$ cat src/sv/union_find_redundant_edge_defines.svh
// Assertion macros shared by the redundant-edge detector.
// Needs a clock named i_clk and an active-low reset named i_rst_n in scope.
`ifndef UNION_FIND_REDUNDANT_EDGE_DEFINES_SVH
`define UNION_FIND_REDUNDANT_EDGE_DEFINES_SVH

// Same-cycle implication, held off during reset.
`define UFRE_ASSERT_IMP(lbl, ante, cons) \
    lbl: assert property (@(posedge i_clk) disable iff (!i_rst_n) (ante) |-> (cons)) \
        else $error("union find redundant edge: same-cycle check failed");

// Next-cycle implication, held off during reset.
`define UFRE_ASSERT_NXT(lbl, ante, cons) \
    lbl: assert property (@(posedge i_clk) disable iff (!i_rst_n) (ante) |=> (cons)) \
        else $error("union find redundant edge: next-cycle check failed");

`endif

$ cat src/sv/ufre_ram.sv
// Generic single-write, single-read RAM with registered read data.
// No dependencies.
module ufre_ram #(
    parameter int WIDTH = 8,
    parameter int DEPTH = 16
) (
    input  logic                     i_clk,
    input  logic                     i_we,
    input  logic [$clog2(DEPTH)-1:0] i_waddr,
    input  logic [WIDTH-1:0]         i_wdata,
    input  logic [$clog2(DEPTH)-1:0] i_raddr,
    output logic [WIDTH-1:0]         o_rdata
);

    logic [WIDTH-1:0] r_mem [DEPTH];
    logic [WIDTH-1:0] r_q;

    always_ff @(posedge i_clk) begin
        if (i_we) begin
            r_mem[i_waddr] <= i_wdata;
        end
        r_q <= r_mem[i_raddr];
    end

    assign o_rdata = r_q;

endmodule

$ cat config.mk
export PLATFORM = sky130hd
export DESIGN_NAME = ufre_ram
export DESIGN_NICKNAME = d
export VERILOG_FILES = /design/src/sv/union_find_redundant_edge_defines.svh /design/src/sv/ufre_ram.sv
export SDC_FILE = /design/constraint.sdc
export NUM_CORES = 1
export LEC_CHECK = 0
export CAP_MARGIN = 0
export CORE_ASPECT_RATIO = 0.75
export CORE_UTILIZATION = 45
export CTS_BUF_LIST = sky130_fd_sc_hd__clkbuf_8
export DETAILED_ROUTE_END_ITERATION = 12
export DONT_BUFFER_PORTS = 1
export GPL_TIMING_DRIVEN = 0
export PLACE_DENSITY_LB_ADDON = 0.05
export SETUP_SLACK_MARGIN = 0.3
export SYNTH_ARGS = -nofsm -noshare
export SYNTH_HDL_FRONTEND = slang
export SYNTH_SLANG_ARGS = --single-unit
$ cat constraint.sdc
create_clock -name i_clk -period 2.4 [get_ports i_clk]
set_input_delay 0.48 -clock i_clk [delete_from_list [all_inputs] [get_ports i_clk]]
set_output_delay 0.48 -clock i_clk [all_outputs]
set_load 0.01 [all_outputs]
After elaboration in Yosys (flattened, before gate mapping)
Memories as Yosys holds them, arrays and structs flattened. A register that Yosys moved wholly into a read port is not among the register bits.
Index checks and enable logic that the tools add are counted.
{"block": "word_totals", "mem_count": 1, "word_cells": 3, "mem_bits_rw": 128, "inputBits": 18, "ff_bits": 0}
{"memory": "r_mem", "words": 16, "word_bits": 8, "rd": 1, "rd_ports_with_merged_regs": 1, "wr": 1, "line": "ufre_ram.sv:15", "source": "logic [WIDTH-1:0] r_mem [DEPTH];"}
{"block": "op_classes", "muxes": 2}
{"operator": "$mux W1", "n": 2}

Logic depth before layout (Yosys ltp)
{"block": "depth", "word_depth": 2, "depth_mapped": 5, "depth_no_buf": 3}

Least setup slack after synthesis
No wires, ideal clock.
{"block": "synth_path", "path_kind": "input to register", "from": "in i_waddr[2]", "to": "mem r_mem[0][0], enable pin", "slack_ns": 0.427, "arrival_ns": 1.590, "path_buffers": 0, "cell_stages": 2, "path_cell_list": "or3b_2 nor3_1"}
{"item": "from (decl)", "line": "ufre_ram.sv:9", "source": "input logic [$clog2(DEPTH)-1:0] i_waddr,"}
{"item": "to (decl)", "line": "ufre_ram.sv:15"}
No word-level cell before the write port.

Final worst setup path
{"block": "layout_path", "from": "in i_waddr[2]", "to": "mem r_mem[1][6], enable pin"}
No word-level cell before the write port.

==> summary.txt <==
status: finished with violations
failing checks: design-rule violations
slew margin rel.: 15.79%
Sw Ratio: 19.65%
cell area after synthesis: 5147 um^2
Pins Over Slew Limit: 0
Critical Path Stages: 2
Via Count: 2,320
Hold Violations, Final: 0
IO buf count: 0
end of the critical path: r_mem[1][6]
Num CTS Buffers: 17
# setup viols final: 0
final wirelength: 10,290 um
share of layout cells above drive strength 1: 22.52%
number of gates resized after CTS: 0
Post-DP HPWL: 6739 um
Site Rows: 33
post-route minimum period: 1.597 ns
clock buffer depth: 2
Layout Utilization: 52.09%
iteration count of the initial detailed-routing pass: 8
Max Cap Viol: 0
Max H-tree Level: 4
initial antenna violation count: 0
met2 routed WL: 4854 um
M1 wire length: 4600 um
Crit Path Category: primary input to flip-flop
nets: 267
Worst Tran Pin Value: 1.253 ns
worst reg2reg path depth: 3
clock transition at the registers of the reported paths: 0.08 ns
fmax: 626.2 MHz
full die area: 11,880 um^2
register area: 4004 um^2
largest net degree at the start of global routing: 17
R2R Path End: o_rdata[3]
gr ovfl total: 0
post-synth cell types: 19
metal3 WL: 663 um
first-pass GRT wire length: 14,760 um
register area share after synthesis: 77.78%
Yosys reg bits: 136
R2R Setup Slk: 0.96 ns
Tot Pwr: 0.004767 W
1st-iter DRT viols: 218
initial core utilization: 46.69%
Routed Antenna Nets: 0
I/O pin cnt: 26
worst skew pair latency: 0.44 ns
Syn Nets: 247
final worst path period share: 66.54%
Crit Path Max Fanout: 8
Post-CTS Setup Bufs: 0
Syn Area/Cell: 22.48 um^2
fillcell total: 839
DRC: 2
TritonCTS clock tree: built
leakage power: 1.867 nW
worst reg2reg startpoint: r_mem[1][3]
commonest cells after routing, fill and taps aside: 128 x edfxtp_1, 20 x clkbuf_8, 18 x mux4_2
Worst setup startpoint: i_waddr[2]
HP Class: primary input to flip-flop
RSZ-0062 raised after global routing: false
critical path launch point type: primary input
die outline width: 125.5 um
Seq pwr share: 56.2%
Required @ worst endpoint: 2.46 ns
WP data arrival: 1.65 ns
share of power burned in combinational logic: 3.9%
multi-input logic area: 1062 um^2
Peak supply drop: 479.1 uV
Mapped Cells: 229
vias in the first global route: 2,431
core area: 11,020 um^2
GPL Wtd Cong: 0.7726
diode count: 0
cell internal pwr: 0.003831 W
CTS Sinks: 136
commonest non-fill, non-tap cell in the layout: edfxtp_1
Top Family by Delay on Critical Path: simple AND/OR/NAND/NOR gates
clock root buffer: clkbuf_8
Psw: 0.0009365 W
vias per cell: 5.771
crit-path cells: or3b_2 > nor2_1
Top Layer Used: met4
clock share of power: 40.0%
critical path's slowest cell: nor2_1
Synth-to-Final Area Change: 11.57%
Yosys Warn Count: 0
Buf/Inv on CP: 0
Cell Pwr Density: 830.1 nW/um^2
skew final: 0.01012 ns
nature of the critical path endpoint: flip-flop
Die Ht: 94.63 um
wire per inst: 25.61 um
post-cts hold buffer count: 0
CP peak stage delay: 0.66 ns
Total GRT Usage: 18.70%
## synth_stat cells
cell             instances  share of area (%)
edfxtp_1               128                 75
mux4_2                  18                7.9
a22oi_1                 16                2.3
mux4_1                  14                7.1
nor2_1                  13               0.95
nand2_1                  9               0.66
dfxtp_1                  8                3.1
nor3_1                   4               0.39
buf_2                    3               0.29
buf_6                    3               0.66
clkdlybuf4s25_2          3               0.58
nand2b_1                 2               0.24
nand3b_1                 2               0.29
and2_1                   1               0.12
and2b_1                  1               0.15
buf_4                    1               0.15
nand3_1                  1              0.097
nor2b_1                  1               0.12
or3b_2                   1               0.17
## area by class of cell
| cell class | count | area share, % |
|---|---|---|
| Clock inverter | 12 | 2.353 |
| Timing Repair Buffer | 1 | 0.08715 |
| Buffer | 10 | 1.503 |
| Multi-Input combinational cell | 83 | 18.50 |
| Sequential cell | 136 | 69.72 |
| Tap cell | 140 | 3.050 |
| Clock buffer | 20 | 4.793 |
## kinds of logic after synthesis
kind of cell,count (synthesis),share of synthesized area [%]
DFF,136,77.78
and+or+nand+nor,35,3.184
muxes,32,15.02
AOI/OAI and AO/OA,16,2.334
buffers and inverters,10,1.677
## metrics by stage
step / setup TNS (ns) / setup slack [ns] / std cells / hold WS, ns / instance area, um^2
floorplan: 0 / 0.4271 / 229 / 0.5789 / 5147
global placement: 0 / 0.04460 / 369 / 0.5798 / 5323
detailed placement: -0.09557 / -0.01242 / 369 / 0.5794 / 5323
CTS: 0 / 0.4527 / 401 / 0.1106 / 5733
global route: 0 / 0.7199 / 402 / 0.1098 / 5743
finish: 0 / 0.8029 / 402 / 0.1339 / 5743
## state kept, by name, summed over array words and instances, names as in the netlist
name     count
o_rdata      8
r_mem      128
## worst reg2reg max path: cells and delay by family (launching register included)
kind / cells / cell delay [ns]
muxes: 1 / 0.56
AOI/OAI and AO/OA: 1 / 0.31
and+or+nand+nor: 1 / 0.09
DFF: 1 / 0.36
## power by group through the flow
| stage | Combinational (W) | Clock (W) | Sequential (W) |
|---|---|---|---|
| after floorplan | 0.000135 | 0 | 0.00272 |
| after global placement | 0.000182 | 0 | 0.00273 |
| after detailed placement | 0.000185 | 0 | 0.00273 |
| after CTS | 0.000186 | 0.00194 | 0.00268 |
| after global routing | 0.000197 | 0.00203 | 0.00268 |
| final | 0.000184 | 0.00191 | 0.00268 |
## worst min-delay path by stage
stage	start	endpoint	slack (ns)	depth (start not counted)
2_1_floorplan	i_wdata[0]	r_mem[0][0]	0.58	0
3_3_place_gp	i_wdata[5]	r_mem[6][5]	0.58	0
3_5_place_dp	i_wdata[4]	r_mem[1][4]	0.58	0
4_1_cts	i_wdata[4]	r_mem[2][4]	0.11	0
5_1_grt	i_wdata[4]	r_mem[2][4]	0.11	0
6_report	i_wdata[0]	r_mem[8][0]	0.13	0
## per-layer routing
metal  GRT usage [%]  up-vias
met5               0        -
met4           7.825        0
met3           5.836       19
met2           29.35       58
met1           24.46     1234
li1                -     1009
Power figures use the tool's default switching activity.
