## src/sv/union_find_redundant_edge_defines.svh

```systemverilog
// Assertion macros shared by the redundant-edge detector.
// Needs a clock named i_clk and an active-low reset named i_rst_n in scope.
`ifndef UNION_FIND_REDUNDANT_EDGE_DEFINES_SVH
`define UNION_FIND_REDUNDANT_EDGE_DEFINES_SVH

// Same-cycle implication, held off during reset.
`define UFRE_ASSERT_IMP(lbl, ante, cons) \
    lbl: assert property (@(posedge i_clk) disable iff (!i_rst_n) (ante) |-> (cons)) \
        else $error("union find redundant edge: same-cycle check failed");

// Next-cycle implication, held off during reset.
`define UFRE_ASSERT_NXT(lbl, ante, cons) \
    lbl: assert property (@(posedge i_clk) disable iff (!i_rst_n) (ante) |=> (cons)) \
        else $error("union find redundant edge: next-cycle check failed");

`endif

```

## src/sv/ufre_pkg.sv

```systemverilog
// Shared types, constants and helpers of the redundant-edge detector.
// No dependencies.
package ufre_pkg;

    localparam int NODES    = 1024;
    localparam int ID_W     = 10;
    localparam int ADDR_W   = $clog2(NODES);
    localparam int RANK_W   = 4;
    localparam logic [RANK_W-1:0] RANK_MAX = {RANK_W{1'b1}};

    typedef struct packed {
        logic [ID_W-1:0] node_a;
        logic [ID_W-1:0] node_b;
        logic            new_graph;
    } t_edge;

    typedef struct packed {
        logic            redundant;
        logic            answer_valid;
        logic [ID_W-1:0] answer_a;
        logic [ID_W-1:0] answer_b;
    } t_result;

    typedef struct packed {
        logic              we;
        logic [ADDR_W-1:0] waddr;
        logic [ID_W-1:0]   wdata;
        logic [ADDR_W-1:0] raddr;
    } t_par_req;

    typedef struct packed {
        logic              we;
        logic [ADDR_W-1:0] waddr;
        logic [RANK_W-1:0] wdata;
        logic [ADDR_W-1:0] raddr;
    } t_rank_req;

    function automatic logic in_graph(input logic [ID_W-1:0] id);
        return 32'(id) < 32'(NODES);
    endfunction

    function automatic logic [ADDR_W-1:0] to_addr(input logic [ID_W-1:0] id);
        return ADDR_W'(id);
    endfunction

endpackage

```

## src/sv/ufre_seq.sv

```systemverilog
// Sequencer of the redundant-edge detector: clear sweep, root walks,
// path compression, union by rank and the result register. Uses ufre_pkg.
module ufre_seq import ufre_pkg::*; (
    input  logic              i_clk,
    input  logic              i_rst_n,
    input  logic              i_start,
    input  t_edge             i_edge,
    output logic              o_busy,
    output logic              o_strobe,
    output t_result           o_result,
    output t_par_req          o_par_req,
    input  logic [ID_W-1:0]   i_par_q,
    output t_rank_req         o_rank_req,
    input  logic [RANK_W-1:0] i_rank_q
);

    localparam logic [3:0] S_IDLE   = 4'd0;
    localparam logic [3:0] S_CLEAR  = 4'd1;
    localparam logic [3:0] S_FSTART = 4'd2;
    localparam logic [3:0] S_WALK   = 4'd3;
    localparam logic [3:0] S_CSTART = 4'd4;
    localparam logic [3:0] S_COMP   = 4'd5;
    localparam logic [3:0] S_UNION  = 4'd6;
    localparam logic [3:0] S_RKA    = 4'd7;
    localparam logic [3:0] S_RKB    = 4'd8;

    logic [3:0]        r_state, n_state;
    logic [ID_W-1:0]   r_a, n_a;
    logic [ID_W-1:0]   r_b, n_b;
    logic              r_sel, n_sel;
    logic [ID_W-1:0]   r_root, n_root;
    logic [ID_W-1:0]   r_cur, n_cur;
    logic [ID_W-1:0]   r_ra, n_ra;
    logic [ID_W-1:0]   r_rb, n_rb;
    logic [RANK_W-1:0] r_rka, n_rka;
    logic [ADDR_W-1:0] r_clr, n_clr;
    logic              r_pend, n_pend;
    logic [ID_W-1:0]   r_lat_a, n_lat_a;
    logic [ID_W-1:0]   r_lat_b, n_lat_b;
    logic              r_lat_v, n_lat_v;
    logic              r_red, n_red;
    logic              r_strobe, n_strobe;

    logic [ID_W-1:0]   w_id;
    logic              w_root_done;

    assign w_id = r_sel ? r_b : r_a;

    always_comb begin
        n_state     = r_state;
        n_a         = r_a;
        n_b         = r_b;
        n_sel       = r_sel;
        n_root      = r_root;
        n_cur       = r_cur;
        n_ra        = r_ra;
        n_rb        = r_rb;
        n_rka       = r_rka;
        n_clr       = r_clr;
        n_pend      = r_pend;
        n_lat_a     = r_lat_a;
        n_lat_b     = r_lat_b;
        n_lat_v     = r_lat_v;
        n_red       = r_red;
        n_strobe    = 1'b0;
        w_root_done = 1'b0;
        o_par_req   = '0;
        o_rank_req  = '0;

        unique case (r_state)
            S_IDLE: begin
                if (i_start) begin
                    n_a   = i_edge.node_a;
                    n_b   = i_edge.node_b;
                    n_sel = 1'b0;
                    if (i_edge.new_graph) begin
                        n_lat_a = '0;
                        n_lat_b = '0;
                        n_lat_v = 1'b0;
                        n_pend  = 1'b1;
                        n_clr   = '0;
                        n_state = S_CLEAR;
                    end else begin
                        n_state = S_FSTART;
                    end
                end
            end
            S_CLEAR: begin
                o_par_req.we     = 1'b1;
                o_par_req.waddr  = r_clr;
                o_par_req.wdata  = ID_W'(r_clr);
                o_rank_req.we    = 1'b1;
                o_rank_req.waddr = r_clr;
                o_rank_req.wdata = '0;
                n_clr            = r_clr + 1'b1;
                if (r_clr == ADDR_W'(NODES - 1)) begin
                    n_pend  = 1'b0;
                    n_state = r_pend ? S_FSTART : S_IDLE;
                end
            end
            S_FSTART: begin
                n_root = w_id;
                if (in_graph(w_id)) begin
                    o_par_req.raddr = to_addr(w_id);
                    n_state         = S_WALK;
                end else begin
                    n_state = S_CSTART;
                end
            end
            S_WALK: begin
                // stop at a self-parent or at an id outside the graph
                if (i_par_q == r_root || !in_graph(i_par_q)) begin
                    n_state = S_CSTART;
                end else begin
                    n_root          = i_par_q;
                    o_par_req.raddr = to_addr(i_par_q);
                end
            end
            S_CSTART: begin
                if (w_id == r_root) begin
                    w_root_done = 1'b1;
                end else begin
                    n_cur           = w_id;
                    o_par_req.raddr = to_addr(w_id);
                    n_state         = S_COMP;
                end
            end
            S_COMP: begin
                // point the current node at the root, advance along the old link
                o_par_req.we    = 1'b1;
                o_par_req.waddr = to_addr(r_cur);
                o_par_req.wdata = r_root;
                if (i_par_q == r_root || !in_graph(i_par_q)) begin
                    w_root_done = 1'b1;
                end else begin
                    n_cur           = i_par_q;
                    o_par_req.raddr = to_addr(i_par_q);
                end
            end
            S_UNION: begin
                if (r_ra == r_rb) begin
                    n_red    = 1'b1;
                    n_lat_a  = r_a;
                    n_lat_b  = r_b;
                    n_lat_v  = 1'b1;
                    n_strobe = 1'b1;
                    n_state  = S_IDLE;
                end else if (in_graph(r_ra) && in_graph(r_rb)) begin
                    o_rank_req.raddr = to_addr(r_ra);
                    n_state          = S_RKA;
                end else begin
                    n_red    = 1'b0;
                    n_strobe = 1'b1;
                    n_state  = S_IDLE;
                end
            end
            S_RKA: begin
                n_rka            = i_rank_q;
                o_rank_req.raddr = to_addr(r_rb);
                n_state          = S_RKB;
            end
            S_RKB: begin
                o_par_req.we = 1'b1;
                if (r_rka > i_rank_q) begin
                    o_par_req.waddr = to_addr(r_rb);
                    o_par_req.wdata = r_ra;
                end else begin
                    o_par_req.waddr = to_addr(r_ra);
                    o_par_req.wdata = r_rb;
                    if (r_rka == i_rank_q && i_rank_q != RANK_MAX) begin
                        o_rank_req.we    = 1'b1;
                        o_rank_req.waddr = to_addr(r_rb);
                        o_rank_req.wdata = i_rank_q + 1'b1;
                    end
                end
                n_red    = 1'b0;
                n_strobe = 1'b1;
                n_state  = S_IDLE;
            end
            default: begin
                n_state = S_IDLE;
            end
        endcase

        if (w_root_done) begin
            if (!r_sel) begin
                n_ra    = r_root;
                n_sel   = 1'b1;
                n_state = S_FSTART;
            end else begin
                n_rb    = r_root;
                n_state = S_UNION;
            end
        end
    end

    always_ff @(posedge i_clk) begin
        if (!i_rst_n) begin
            r_state  <= S_CLEAR;
            r_clr    <= '0;
            r_pend   <= 1'b0;
            r_sel    <= 1'b0;
            r_lat_a  <= '0;
            r_lat_b  <= '0;
            r_lat_v  <= 1'b0;
            r_strobe <= 1'b0;
        end else begin
            r_state  <= n_state;
            r_clr    <= n_clr;
            r_pend   <= n_pend;
            r_sel    <= n_sel;
            r_lat_a  <= n_lat_a;
            r_lat_b  <= n_lat_b;
            r_lat_v  <= n_lat_v;
            r_strobe <= n_strobe;
        end
    end

    always_ff @(posedge i_clk) begin
        r_a    <= n_a;
        r_b    <= n_b;
        r_root <= n_root;
        r_cur  <= n_cur;
        r_ra   <= n_ra;
        r_rb   <= n_rb;
        r_rka  <= n_rka;
        r_red  <= n_red;
    end

    assign o_busy                = (r_state != S_IDLE);
    assign o_strobe              = r_strobe;
    assign o_result.redundant    = r_red;
    assign o_result.answer_valid = r_lat_v;
    assign o_result.answer_a     = r_lat_a;
    assign o_result.answer_b     = r_lat_b;

endmodule

```

## config.mk

```make
export PLATFORM = sky130hd
export DESIGN_NAME = ufre_seq
export DESIGN_NICKNAME = d
export VERILOG_FILES = /design/src/sv/union_find_redundant_edge_defines.svh /design/src/sv/ufre_pkg.sv /design/src/sv/ufre_seq.sv
export SDC_FILE = /design/constraint.sdc
export NUM_CORES = 1
export LEC_CHECK = 0
export BUFFER_PORTS_ARGS = -buffer_cell sky130_fd_sc_hd__buf_2
export CORE_ASPECT_RATIO = 0.8
export CORE_MARGIN = 4
export CORE_UTILIZATION = 38
export CTS_CLUSTER_SIZE = 40
export DETAILED_ROUTE_END_ITERATION = 7
export GPL_ROUTABILITY_DRIVEN = 0
export PLACE_DENSITY = 0.68
export SYNTH_ARGS = -nofsm -noshare
export SYNTH_HDL_FRONTEND = slang
export SYNTH_SLANG_ARGS = --single-unit
```

## constraint.sdc

```tcl
create_clock -name i_clk -period 4.3 [get_ports i_clk]
set_clock_uncertainty 0.05 [all_clocks]
set_input_delay 0.43 -clock i_clk [delete_from_list [all_inputs] [get_ports i_clk]]
set_output_delay 0.43 -clock i_clk [all_outputs]
set_load 0.005 [all_outputs]
```

# --- Word-level counts from Yosys, hierarchy flattened ---
# Cells that the tools add are included.
word_totals:
  in_bits: 38
  memories: 0
  wordCells: 115
  latch_bits: 0
  regBits: 103
  mem_bits_ro: 0
  out_inout_bits: 80
  ram_bits: 0
op_classes:
  muxes: 50
  shift: 0
  bitwise: 1
  add_sub_neg: 2
  n_eq_ne: 26
  n_lt_le_gt_ge: 1
  div_mod_pow: 0
  reduce_logical: 19
  n_mul: 0
op_table:
  columns: ["operator", "count"]
  rows:
  - ["$pmux W10 S2", 6]
  - ["$mux W10", 10]
  - ["$pmux W21 S3", 1]
  - ["$pmux W4 S8", 1]
  - ["$eq A10 B10 Y1", 3]
  - ["$mux W15", 2]
  - ["$pmux W10 S3", 1]
  - ["$pmux W15 S2", 1]
  - ["$mux W20", 1]
  - ["$mux W4", 5]
  - ["$eq A4 B3 Y1 const B", 4]
  - ["$ne A2 B2 Y1 const B", 8]
  - ["$mux W1", 13]
  - ["$ne A3 B3 Y1 const B", 4]
  - ["$add A10 B1 Y10 const B", 1]
  - ["$eq A10 B10 Y1 const B", 1]
  - ["$pmux W1 S2", 5]
  - ["$reduce_and A2 Y1", 5]
  - ["$reduce_bool A2 Y1", 5]
  - ["$eq A4 B2 Y1 const B", 2]
  - ["$reduce_and A4 Y1", 2]
  - ["$mux W3", 2]
  - ["$reduce_and A3 Y1", 2]
  - ["$reduce_and A5 Y1", 1]
  - ["other kinds (12)", 13]

# --- Depth between registers and ports, before layout ---
depth:
  ltp_word: 6
  ltp_mapped: 8
  ltp_nobuf: 7

# --- Worst setup path after synthesis ---
# OpenSTA, ideal clock, no wires.
synth_path:
  kind: "register to register"
  from: "register r_sel"
  to: "register r_cur[0] (enable)"
  stages_incl_launch_ff: 9
  n_path_buf: 2
  t_arrival_ps: 1937
  setup_ps: 376
  t_required_ps: 3874
  path_slack_ps: 1937
  cell_sequence: "dfxtp_1 > buf_6 > buf_12 > mux2i_1 > xnor2_1 > nor4_2 > a41oi_1 > nor2_2 > nor2_1"
synth_via:
  elab_chain_cells: 4
synth_rtl:
  columns: ["element", "line_no", "text"]
  rows:
  - ["start: declaration", "ufre_seq.sv:30", "logic r_sel, n_sel;"]
  - ["start signal: assignment", "ufre_seq.sv:211", "r_sel <= n_sel;"]
  - ["$mux W10", "ufre_seq.sv:47", "assign w_id = r_sel ? r_b : r_a;"]
  - ["$eq A10 B10 Y1", "ufre_seq.sv:120", "if (w_id == r_root) begin"]
  - ["$ne A2 B2 Y1 (no source line)", null, null]
  - ["$reduce_and A3 Y1 (no source line)", null, null]
  - ["end signal: assignment", "ufre_seq.sv:223", "r_cur <= n_cur;"]
  - ["end: declaration", "ufre_seq.sv:32", "logic [ID_W-1:0] r_cur, n_cur;"]
# Every way passes these cells.
# A chain may end at the register's enable or synchronous reset.

==> results_dict.tcl <==
set metrics [dict create \
    finalSetupTns_ns 0 \
    hpwl_mm 11.3 \
    seq_area_mm2 0.00271 \
    ant_nets 0 \
    numCtsBuffers 9 \
    drtIter0Drc 412 \
    start_util 0.389 \
    crit_chain "nor2b_1 -> nand2_1 -> a21oi_1 -> nand2_1 -> o21ai_0 -> buf_2" \
    syn_area_mm2 0.00529 \
    routedWlPerCell_um 19.1 \
    drive_gt1_frac 0.248 \
    ys.flop_type "edfxtp_1" \
    power_uw 1930 \
    hold_path_depth 1 \
    vias 4467 \
    worst_slew_pin_slew_ns 1.32 \
    fmax_mhz 272 \
    stdcell_area_mm2 0.00630 \
    drt-total-wl_mm 15.4 \
    cp_slowest_cell "a21oi_1" \
    yosys.area.top_type "edfxtp_1" \
    post_cts_buffers 0 \
    antenna_found_initial 0 \
    timing.hold.ws_ns 0.205 \
    p_leak_uw 0.00243 \
    powerDensity_mw_per_mm2 306 \
    maxCapViolCount 0 \
    ff2ff_setup_slack_ns 1.17 \
    die_h_um 114 \
    ios 118 \
    fin_crit_sh 0.854 \
    start_kind "flip-flop" \
    cts.path.max_buffers 2 \
    ctsHtreeMaxLevel 3 \
    endpoint_kind "output pin" \
    multi_input_area_mm2 0.00239 \
    cts_root_buf "clkbuf_16" \
    synth_edf_count 65 \
    muxShareOfSynthArea 0.0605 \
    synth_seq_area_share 0.512 \
    cp_data_arrival_time_ns 3.19 \
    clock_latency_ns 0.34 \
    nets 664 \
    cp.required_ns 3.82 \
    synth_area_leaders "edfxtp_1 (37%), dfxtp_1 (14%), xnor2_1 (5.1%), mux2i_1 (5.1%), a21oi_1 (4.6%)" \
    peakVddDrop_mv 0.201 \
    port-buffer-count 117 \
    grt_pass1_wl_mm 23.5 \
    ys_seq_elements 103 \
    synth.top_cell.area_share 0.369 \
    hold_viol 0 \
    setup_viol 0 \
    cts_sinks 103 \
    status "completed" \
    worst-path-max-fanout 23 \
    vias_per_cell 5.55 \
    rsz0062_at_grt "no" \
    cts_hold_buf 0 \
    synth_top_family_by_area "compound AO/OA/AOI/OAI gates" \
    place_area_mm2 0.00601 \
    core-area_mm2 0.0136 \
    netlist_instances 518 \
    yosys.cell_types.count 46 \
    synth_compound_area_frac 0.167 \
    cts_tree "built" \
    die-area_mm2 0.0159 \
    reg2reg_depth 6 \
    worstSetupPathType "flip-flop to output pin" \
    first_global_vias 4285 \
    fp-row-count 38 \
    synthSimpleGateAreaFrac 0.143 \
    hold_path_class "primary input to flip-flop" \
    slowest_delay_ns 0.90 \
    area_delta_synth_final_pct 19.0 \
    dr.pass1.iters 6 \
    cts-resized-gates 0 \
    synth_area_per_cell_um2 10.2 \
    synth_async_sr_flop_share 0 \
    yosysWarnings 0 \
    fillers 1324 \
    grt_use_total 0.187 \
    grt_max_degree 36 \
    synth_xor_area_frac 0.0645 \
    cp_common_cell "nand2_1" \
    grt-ovfl-total 0 \
    drc 0 \
    die_w_um 140 \
    n_antenna_cell 0 \
    cts.reportedPaths.clkPinSlew_ns 0.07 \
    max_slew_margin 0.116 \
    drv_slew 0 \
    fin_crit_ns 3.67 \
    syn-num-nets 562 \
    synthAdderAreaFrac 0.0142 \
]
worst paths after layout:
path                                start              endpoint
hold / removal                 i_edge[12]      r_a[1]$_DFFE_PP_
setup reg to reg         r_sel$_SDFF_PN0_     r_rb[9]$_DFFE_PP_
setup / recovery  r_state[1]$_SDFFE_PN0P_          o_par_req[7]
hold reg to reg      r_lat_v$_SDFFE_PN0P_  r_lat_v$_SDFFE_PN0P_
state kept, by name (all words and copies together), names as in the netlist:
signal / count
r_state: 4
r_ra: 10
r_rb: 10
r_rka: 4
r_b: 10
r_clr: 10
r_lat_b: 10
r_a: 10
r_cur: 10
o_strobe: 1
r_lat_a: 10
r_pend: 1
r_lat_v: 1
r_root: 10
r_sel: 1
r_red: 1
per-layer routing:
| metal | vias to the layer above | GRT usage | part of all wire | wire, um |
|---|---|---|---|---|
| met5 | - | 0 | 0 | 0 |
| met4 | 0 | 0.0433 | 0.013 | 202 |
| met3 | 19 | 0.0557 | 0.097 | 1490 |
| met2 | 223 | 0.286 | 0.44 | 6750 |
| met1 | 2116 | 0.263 | 0.45 | 6900 |
| li1 | 2109 | - | - | - |
kinds of logic (layout without fill, tap and decap cells):
group,Yosys count,count (layout)
AO/OA/AOI/OAI,141,141
XOR/XNOR,39,39
adder cells (fa/ha/maj),6,6
buffers and inverters,44,151
flip-flops,103,103
multiplexers,30,30
AND/OR/NAND/NOR,155,155
final cells by class:
cell class | count | area share
timing repair buffer | 125 | 0.102
multi-input combinational | 371 | 0.379
sequential | 103 | 0.430
tap | 180 | 0.0357
clock inverter | 6 | 0.00635
inverter | 10 | 0.00596
clock buffer | 10 | 0.0397
report_power, final:
group	switching [uW]	internal (uW)	total (uW)
sequential	5.47	1040	1050
combinational	43.3	39.1	82.4
clock	368	429	797
total	417	1510	1930
worst max-delay path, delay by kind of cell (launching register included):
| family | cells | cell delay (ns) |
|---|---|---|
| AOI/OAI and AO/OA | 2 | 1.03 |
| buffers and inverters | 1 | 0.16 |
| DFF | 1 | 0.73 |
| and+or+nand+nor | 3 | 0.92 |
metrics by stage:
stage               worst slack (ns)  utilization  cells
floorplan                       1.94            -    518
global placement                1.21        0.442    789
detailed placement              1.08        0.442    789
CTS                            0.678        0.463    805
global route                   0.400        0.463    805
finish                         0.626        0.463    805
cell usage in the layout (no fill, tap or decap), types with 10 or more instances in the layout:
cell type,instances
xnor2_1,31
nand3_1,30
mux2i_1,27
a21oi_1,49
nor2_1,38
nand2_1,43
o21ai_0,34
edfxtp_1,65
buf_2,117
clkbuf_16,10
a22oi_1,21
inv_1,10
a22o_1,20
dfxtp_1,38
cells in the mapped netlist, types with 2 or more instances:
master / n
nand2b_1: 3
o31ai_1: 2
o22ai_1: 2
ha_1: 6
nor3_1: 6
inv_1: 10
and4_1: 3
buf_2: 3
a21oi_1: 49
mux2i_2: 2
and2_1: 4
o21ai_0: 34
mux2i_1: 27
nand3_1: 30
clkbuf_1: 27
and3_1: 5
nor4_2: 4
or3_1: 2
a211o_1: 2
edfxtp_1: 65
o21a_1: 3
nor2b_1: 3
buf_4: 2
a22oi_1: 21
nand4_1: 8
xor2_1: 8
or2_2: 3
dfxtp_1: 38
nand2_1: 43
a22o_1: 20
xnor2_1: 31
nor2_1: 38
No activity file was read; power rests on OpenSTA's default activity.
